**src/sv/b64d_pkg.sv**
```systemverilog
`timescale 1ns / 1ps

package b64d_pkg;

	localparam int COUNT_WIDTH_DEF = 24;   // default byte counter width
	localparam int TOTAL_WIDTH     = 24;   // width of the total_bytes port
	localparam int QUEUE_DEPTH     = 4;    // front-to-back command queue
	localparam int QPTR_W          = $clog2(QUEUE_DEPTH);
	localparam int QCNT_W          = $clog2(QUEUE_DEPTH + 1);

	localparam logic [7:0] CHAR_UC_A  = 8'h41;
	localparam logic [7:0] CHAR_UC_Z  = 8'h5A;
	localparam logic [7:0] CHAR_LC_A  = 8'h61;
	localparam logic [7:0] CHAR_LC_Z  = 8'h7A;
	localparam logic [7:0] CHAR_DIG_0 = 8'h30;
	localparam logic [7:0] CHAR_DIG_9 = 8'h39;
	localparam logic [7:0] CHAR_PLUS  = 8'h2B;
	localparam logic [7:0] CHAR_SLASH = 8'h2F;
	localparam logic [7:0] CHAR_PAD   = 8'h3D;

	localparam logic [5:0] SEXT_LC_BASE  = 6'd26;
	localparam logic [5:0] SEXT_DIG_BASE = 6'd52;
	localparam logic [5:0] SEXT_PLUS     = 6'd62;
	localparam logic [5:0] SEXT_SLASH    = 6'd63;

	// Command from the front to the back: bytes of one closed group and/or
	// the end-of-text mark. nbytes == 0 only for an end mark without bytes.
	typedef struct packed {
		logic [2:0][7:0] bytes;   // bytes[0] is the first byte out
		logic [1:0]      nbytes;
		logic            done;
	} grp_cmd_t;

	typedef struct packed {
		logic       valid;   // in the alphabet or '='
		logic       pad;     // '='
		logic [5:0] val;
	} sext_t;

	function automatic sext_t sext_decode(input logic [7:0] c);
		sext_t r;
		r = '0;
		if (c >= CHAR_UC_A && c <= CHAR_UC_Z) begin
			r.valid = 1'b1;
			r.val   = 6'(c - CHAR_UC_A);
		end else if (c >= CHAR_LC_A && c <= CHAR_LC_Z) begin
			r.valid = 1'b1;
			r.val   = SEXT_LC_BASE + 6'(c - CHAR_LC_A);
		end else if (c >= CHAR_DIG_0 && c <= CHAR_DIG_9) begin
			r.valid = 1'b1;
			r.val   = SEXT_DIG_BASE + 6'(c - CHAR_DIG_0);
		end else if (c == CHAR_PLUS) begin
			r.valid = 1'b1;
			r.val   = SEXT_PLUS;
		end else if (c == CHAR_SLASH) begin
			r.valid = 1'b1;
			r.val   = SEXT_SLASH;
		end else if (c == CHAR_PAD) begin
			r.valid = 1'b1;
			r.pad   = 1'b1;
		end
		return r;
	endfunction

endpackage

```
**src/sv/base64_stream_decoder_core.sv**
```systemverilog
`timescale 1ns / 1ps

// Channel  | Handshake        | Transfer when      | Fields
// ---------+------------------+--------------------+-------------------------------------------
// input    | push / full      | push && !full      | char_code, has_char, end_of_text
// result   | pop / empty      | pop && !empty      | data_byte, byte_valid, text_done, total_bytes
//
// One input transfer per cycle is taken while the command queue has room; a result
// transfer can happen every cycle while the queue is not empty. A closed group gives one
// to three results from the back end; four characters make a group, so the output keeps up.
// A result reaches the ports once its command, registered in the queue, is at its head.
// arst_n clears group state, queue pointers and the byte counter; no clearing pass.
// Input and result sides stall independently through a four-entry command queue.
module base64_stream_decoder_core #(
	parameter int COUNT_WIDTH = b64d_pkg::COUNT_WIDTH_DEF
) (
	input  logic                             clk,
	input  logic                             arst_n,
	input  logic                             push,
	output logic                             full,
	input  logic [7:0]                       char_code,
	input  logic                             has_char,
	input  logic                             end_of_text,
	output logic                             empty,
	input  logic                             pop,
	output logic [7:0]                       data_byte,
	output logic                             byte_valid,
	output logic                             text_done,
	output logic [b64d_pkg::TOTAL_WIDTH-1:0] total_bytes
);
	import b64d_pkg::*;

	logic     in_xfer;
	logic     cmd_wr;
	logic     cmd_rd;
	grp_cmd_t cmd_in;
	grp_cmd_t cmd_head;

	assign in_xfer = push & ~full;

	// front: classify the character and build groups
	b64d_front u_front (
		.clk         (clk),
		.arst_n      (arst_n),
		.xfer        (in_xfer),
		.char_code   (char_code),
		.has_char    (has_char),
		.end_of_text (end_of_text),
		.cmd_wr      (cmd_wr),
		.cmd         (cmd_in)
	);

	// queue of group / end commands; empty here is the result side's empty
	b64d_fifo u_fifo (
		.clk     (clk),
		.arst_n  (arst_n),
		.wr      (cmd_wr),
		.wr_data (cmd_in),
		.rd      (cmd_rd),
		.rd_data (cmd_head),
		.full    (full),
		.empty   (empty)
	);

	// back: sequence bytes of the head command and keep the running total
	b64d_back #(
		.COUNT_WIDTH (COUNT_WIDTH)
	) u_back (
		.clk         (clk),
		.arst_n      (arst_n),
		.cmd         (cmd_head),
		.cmd_empty   (empty),
		.cmd_rd      (cmd_rd),
		.pop         (pop),
		.data_byte   (data_byte),
		.byte_valid  (byte_valid),
		.text_done   (text_done),
		.total_bytes (total_bytes)
	);

endmodule

```
**src/sv/b64d_front.sv**
```systemverilog
`timescale 1ns / 1ps

module b64d_front (
	input  logic                clk,
	input  logic                arst_n,
	input  logic                xfer,
	input  logic [7:0]          char_code,
	input  logic                has_char,
	input  logic                end_of_text,
	output logic                cmd_wr,
	output b64d_pkg::grp_cmd_t  cmd
);
	import b64d_pkg::*;

	logic [23:0] bits_q;
	logic [1:0]  sext_cnt_q;
	logic [2:0]  pad_cnt_q;

	sext_t       sx;
	logic        take;
	logic        close;
	logic [23:0] bits_nxt;
	logic [2:0]  pad_nxt;

	assign sx       = sext_decode(char_code);
	assign take     = has_char & sx.valid;
	assign close    = take & (sext_cnt_q == 2'd3);
	assign bits_nxt = {bits_q[17:0], sx.pad ? 6'd0 : sx.val};
	assign pad_nxt  = pad_cnt_q + {2'b00, sx.pad};

	always_comb begin
		cmd       = '0;
		cmd.done  = end_of_text;
		if (close) begin
			cmd.bytes[0] = bits_nxt[23:16];
			cmd.bytes[1] = bits_nxt[15:8];
			cmd.bytes[2] = bits_nxt[7:0];
			if (pad_nxt == 3'd0) begin
				cmd.nbytes = 2'd3;
			end else if (pad_nxt == 3'd1) begin
				cmd.nbytes = 2'd2;
			end else begin
				cmd.nbytes = 2'd1;
			end
		end
	end

	assign cmd_wr = xfer & (close | end_of_text);

	always_ff @(posedge clk or negedge arst_n) begin
		if (!arst_n) begin
			bits_q     <= '0;
			sext_cnt_q <= '0;
			pad_cnt_q  <= '0;
		end else if (xfer) begin
			if (end_of_text || close) begin
				bits_q     <= '0;
				sext_cnt_q <= '0;
				pad_cnt_q  <= '0;
			end else if (take) begin
				bits_q     <= bits_nxt;
				sext_cnt_q <= sext_cnt_q + 2'd1;
				pad_cnt_q  <= pad_nxt;
			end
		end
	end

endmodule

```
**src/sv/b64d_fifo.sv**
```systemverilog
`timescale 1ns / 1ps

module b64d_fifo (
	input  logic                clk,
	input  logic                arst_n,
	input  logic                wr,
	input  b64d_pkg::grp_cmd_t  wr_data,
	input  logic                rd,
	output b64d_pkg::grp_cmd_t  rd_data,
	output logic                full,
	output logic                empty
);
	import b64d_pkg::*;

	grp_cmd_t          mem_q [QUEUE_DEPTH];
	logic [QPTR_W-1:0] wr_ptr_q;
	logic [QPTR_W-1:0] rd_ptr_q;
	logic [QCNT_W-1:0] cnt_q;

	logic do_wr;
	logic do_rd;

	assign full    = (cnt_q == QCNT_W'(QUEUE_DEPTH));
	assign empty   = (cnt_q == '0);
	assign do_wr   = wr & ~full;
	assign do_rd   = rd & ~empty;
	assign rd_data = mem_q[rd_ptr_q];

	always_ff @(posedge clk) begin
		if (do_wr) begin
			mem_q[wr_ptr_q] <= wr_data;
		end
	end

	always_ff @(posedge clk or negedge arst_n) begin
		if (!arst_n) begin
			wr_ptr_q <= '0;
			rd_ptr_q <= '0;
			cnt_q    <= '0;
		end else begin
			if (do_wr) begin
				wr_ptr_q <= (wr_ptr_q == QPTR_W'(QUEUE_DEPTH - 1)) ? '0 : wr_ptr_q + 1'b1;
			end
			if (do_rd) begin
				rd_ptr_q <= (rd_ptr_q == QPTR_W'(QUEUE_DEPTH - 1)) ? '0 : rd_ptr_q + 1'b1;
			end
			if (do_wr && !do_rd) begin
				cnt_q <= cnt_q + 1'b1;
			end else if (do_rd && !do_wr) begin
				cnt_q <= cnt_q - 1'b1;
			end
		end
	end

endmodule

```
**src/sv/b64d_back.sv**
```systemverilog
`timescale 1ns / 1ps

module b64d_back #(
	parameter int COUNT_WIDTH = b64d_pkg::COUNT_WIDTH_DEF
) (
	input  logic                           clk,
	input  logic                           arst_n,
	input  b64d_pkg::grp_cmd_t             cmd,
	input  logic                           cmd_empty,
	output logic                           cmd_rd,
	input  logic                           pop,
	output logic [7:0]                     data_byte,
	output logic                           byte_valid,
	output logic                           text_done,
	output logic [b64d_pkg::TOTAL_WIDTH-1:0] total_bytes
);
	import b64d_pkg::*;

	logic [1:0]             idx_q;
	logic [COUNT_WIDTH-1:0] cnt_q;

	logic                               xfer;
	logic                               last;
	logic [COUNT_WIDTH-1:0]             cnt_inc;
	logic [COUNT_WIDTH-1:0]             cnt_show;
	logic [COUNT_WIDTH+TOTAL_WIDTH-1:0] cnt_ext;

	assign xfer       = pop & ~cmd_empty;
	assign byte_valid = (cmd.nbytes != 2'd0);
	assign last       = ~byte_valid | (idx_q == cmd.nbytes - 2'd1);
	assign text_done  = cmd.done & last;
	assign cmd_rd     = xfer & last;

	always_comb begin
		case (idx_q)
			2'd0:    data_byte = cmd.bytes[0];
			2'd1:    data_byte = cmd.bytes[1];
			2'd2:    data_byte = cmd.bytes[2];
			default: data_byte = '0;
		endcase
		if (!byte_valid) begin
			data_byte = '0;
		end
	end

	// count saturates at all ones
	assign cnt_inc     = (&cnt_q) ? cnt_q : cnt_q + 1'b1;
	assign cnt_show    = byte_valid ? cnt_inc : cnt_q;
	assign cnt_ext     = {{TOTAL_WIDTH{1'b0}}, cnt_show};
	assign total_bytes = cnt_ext[TOTAL_WIDTH-1:0];

	always_ff @(posedge clk or negedge arst_n) begin
		if (!arst_n) begin
			idx_q <= '0;
			cnt_q <= '0;
		end else if (xfer) begin
			idx_q <= last ? 2'd0 : idx_q + 2'd1;
			if (text_done) begin
				cnt_q <= '0;
			end else begin
				cnt_q <= cnt_show;
			end
		end
	end

endmodule
```
**config.mk**
```make
export PLATFORM = sky130hd
export DESIGN_NAME = base64_stream_decoder_core
export DESIGN_NICKNAME = d
export VERILOG_FILES = /design/src/sv/b64d_pkg.sv /design/src/sv/base64_stream_decoder_core.sv /design/src/sv/b64d_front.sv /design/src/sv/b64d_fifo.sv /design/src/sv/b64d_back.sv
export SDC_FILE = /design/constraint.sdc
export NUM_CORES = 1
export LEC_CHECK = 0
export BUFFER_PORTS_ARGS = -buffer_cell sky130_fd_sc_hd__buf_2
export CORE_ASPECT_RATIO = 0.9
export CORE_UTILIZATION = 30
export CTS_BUF_LIST = sky130_fd_sc_hd__clkbuf_8
export DETAILED_ROUTE_END_ITERATION = 10
export PLACE_DENSITY = 0.58
export SYNTH_ARGS = -nofsm -noshare
export SYNTH_HDL_FRONTEND = slang
export SYNTH_SLANG_ARGS = --single-unit
```
**constraint.sdc**
```tcl
create_clock -name clk -period 3.34 [get_ports clk]
set_input_delay 0 -clock clk [delete_from_list [all_inputs] [get_ports clk]]
set_output_delay 0 -clock clk [all_outputs]
set_load 0.01 [all_outputs]
```
==> results.yml <==
global_route:
  grt_pass1_wl_um: 28370
  grt_usage_pct: 13.35
  grt_start_max_net_pins: 35
  overflow: 0
  antenna_found_initial: 0
  grt_pass1_vias: 5105
cells_and_area:
  final_cells: 1022
  fill_cells: 2550
  area_growth_pct: 13.72
  layout.nets: 701
  diodes: 0
  drive_gt1_share_pct: 21.96
  final_common_cell: "edfxtp_1"
  fin_util_pct: 34.88
  final_cell_mix: "edfxtp_1 (108), dfrtp_1 (55), buf_2 (49)"
  multiInputGateArea_sq_um: 3161
  ff_latch_area_sq_um: 4646
drt:
  ant_nets: 0
  drtPass1Iterations: 4
  wl_um: 17640
  wl_per_cell_um: 17.26
  vias_per_cell: 5.078
  drc: 0
  vias: 5190
  drt_iter0_markers: 405
clocking:
  numCtsBuffers: 17
  numClockSinks: 164
  path_clk_slew_ns: 0.09
  clkLatencyLatePin_ns: 0.46
  cts_max_level: 4
  cts_tree: "yes"
  clk_path_buf_depth: 2
  cts_setup_buffers: 0
  clockRootBuffer: "clkbuf_8"
setup_path:
  crit_path_start: "u_fifo.rd_ptr_q[0]$_DFFE_PN0P_"
  path_cells: "mux4_2 -> inv_1 -> ha_1 -> xor2_1 -> a21oi_2 -> nor2_1 -> inv_1 -> ha_1 -> inv_1 -> fa_1 -> xor2_1 -> nor2_1 -> xor2_1"
  critical_path.endpoint_type: "flop"
  required_ns: 3.72
  cp-start-kind: "flop"
  worstReg2RegStart: "u_fifo.rd_ptr_q[0]$_DFFE_PN0P_"
  critical_path_class: "reg -> reg"
  path_buf_inv: 3
  r2r_slack_ns: 0.30
  endpoint: "u_fifo.cnt_q[2]$_DFFE_PN0P_"
  path_delay_family: "adder cells"
  r2r_cells: 13
  r2r-end: "u_fifo.cnt_q[2]$_DFFE_PN0P_"
  arrival_ns: 3.42
  path_depth: 13
  cp_max_fo: 7
  crit_slowest_cell: "mux4_2"
  max_stage_delay_ns: 0.60
synthesis:
  synth_nets: 643
  synthCells: 604
  syn_area_sq_um: 8016
  yosys_warnings: 0
  synth_largest_area_cell: "edfxtp_1"
  synth-main-ff-cell: "edfxtp_1"
  synth_edf_count: 108
  synth_area_leaders: "edfxtp_1 (40%), dfrtp_1 (17%), mux4_2 (7.6%), ha_1 (3.7%), and3_1 (2.4%)"
  syn-mean-instance-area_sq_um: 13.27
  synth_seq_cells: 164
  synth_top_area_share_pct: 40.46
  ys_async_sr_fraction_pct: 34.15
  synth_cell_types: 68
  synth.yosys.seq_area_share_pct: 57.94
power_and_ir_drop:
  peakVddDrop_v: 0.0003339
  cellPowerDensity_nw_per_um2: 694.7
  finalPower_mw: 6.333
  leakage_nw: 3.592
place:
  placed_cells: 987
  place_hpwl_um: 11590
  place.gp.congestion: 0.8216
  io_buffers: 49
  pre_cts_ws_ns: 0.3060
floorplan:
  die_w_um: 174.3
  num_rows: 56
  die_h_um: 157.1
  start_util_pct: 30.67
  dieArea_sq_um: 27380
  num_io_pins: 50
  core-area_sq_um: 26140
timing:
  setup_viol: 0
  maxSlewViolCount: 0
  period_share_pct: 91.00
  fmax_ghz: 0.3290
  setup_ws_ns: 0.3007
  fin_crit_ns: 3.039
  final_hold_viol_count: 0
  fin_tns_setup_ns: 0
  worst_slew_pin_slew_ns: 0.8945
  finClkSkew_ns: 0.01147
  rsz0062_at_grt: "no"
  slew_headroom_pct: 38.82
run:
  cap_viol_max_count: 0
run_status:
  status: "finished, final reports clean"
worst_hold_path:
  worst_hold_path_type: "in -> reg"
[layer usage]
metal / track usage (%) / wire length [um] / vias to the layer above
li1: - / - / 2448
met1: 19.57 / 8581 / 2586
met2: 20.00 / 7999 / 141
met3: 2.560 / 869 / 15
met4: 3.718 / 188 / 0
met5: 0 / 0 / -
[sequential cells by signal, summed over array words and instances, names as in the netlist]
| name | count |
|---|---|
| u_fifo.mem_q | 108 |
| u_front.bits_q | 18 |
| u_back.cnt_q | 24 |
| u_fifo.rd_ptr_q | 2 |
| u_back.idx_q | 2 |
| u_fifo.cnt_q | 3 |
| u_front.sext_cnt_q | 2 |
| u_front.pad_cnt_q | 3 |
| u_fifo.wr_ptr_q | 2 |
[per-stage QoR]
step	hold WS (ns)	instance area, sq um
2_1_floorplan	-0.2956	8019
3_3_place_gp	0.1494	8697
3_5_place_dp	0.1443	8697
4_1_cts	0.02832	9114
5_1_grt	0.04914	9116
6_report	0.04235	9116
[area by class of cell]
cell class,count,area share [%]
Sequential cell,164,50.96
Multi-Input combinational cell,387,34.67
Tap cell,348,4.776
Timing Repair Buffer,70,4.529
Clock buffer,17,2.567
Clock inverter,14,1.565
Inverter,22,0.9333
[cells by family after synthesis]
logic type,count (synthesis),synth area share (%)
xor+xnor,27,3.043
buf+inv,53,2.919
mux,34,8.537
simple gates,165,11.63
compound gates,136,11.94
flops,164,57.94
fa+ha+maj,25,3.996
[synthesized netlist by cell type (2+ instances only)]
master,number
clkbuf_1,12
o31ai_1,14
dfrtp_1,56
and3_1,31
buf_4,2
a2111oi_0,2
a311o_1,2
a22oi_1,8
nand2_1,35
nand2b_1,7
a41oi_1,2
inv_1,21
a22o_1,21
o21a_1,3
xor2_1,10
buf_2,13
nor3_1,10
a21oi_1,25
o21ai_0,26
o21ai_1,2
buf_1,2
nor4_1,2
a31oi_1,6
nor3b_1,5
and2_1,9
a221oi_1,2
mux2i_1,2
or3_1,5
nor2b_1,6
mux4_2,27
or4_1,3
o2bb2ai_1,3
mux2_2,5
nand4_1,9
xnor2_1,16
o211ai_1,6
nand3_1,14
edfxtp_1,108
and4_1,3
nor2_1,18
ha_1,24
[how the worst min path moves through the flow]
stage                 startpoint                       endpoint  slack [ns]  cells past startpoint
finish              char_code[4]  u_front.bits_q[4]$_DFFE_PN0P_        0.04                      3
global route        char_code[4]  u_front.bits_q[4]$_DFFE_PN0P_        0.05                      3
CTS                 char_code[4]  u_front.bits_q[4]$_DFFE_PN0P_        0.03                      3
detailed placement        arst_n   u_back.cnt_q[15]$_DFFE_PN0P_        0.14                      1
global placement          arst_n   u_back.cnt_q[15]$_DFFE_PN0P_        0.15                      1
floorplan                 arst_n    u_back.cnt_q[0]$_DFFE_PN0P_       -0.30                      0
[worst register-to-register path: cells and delay by family (launching register included)]
kind / cells / cell delay [ns]
adders and majority gates: 3 / 0.81
muxes: 1 / 0.61
buffers and inverters: 3 / 0.21
xor gates and xnor gates: 3 / 0.50
DFF: 1 / 0.46
AOI/OAI and AO/OA: 1 / 0.20
and+or+nand+nor: 2 / 0.19
[where the power goes]
group,switching [mW],internal [mW],total [mW]
clock network,0.774,0.611,1.39
logic,1.34,0.994,2.33
registers,0.208,2.41,2.62
total,2.32,4.01,6.33
[what timing repair did]
item / in CTS / in global routing
hold buffers: 4 / 0
endpoints found under the hold margin: 43 / 0
endpoints found under the setup margin: 0 / 2
gates resized for setup: 0 / 1
Note: power is estimated with default switching activity, not from simulation.
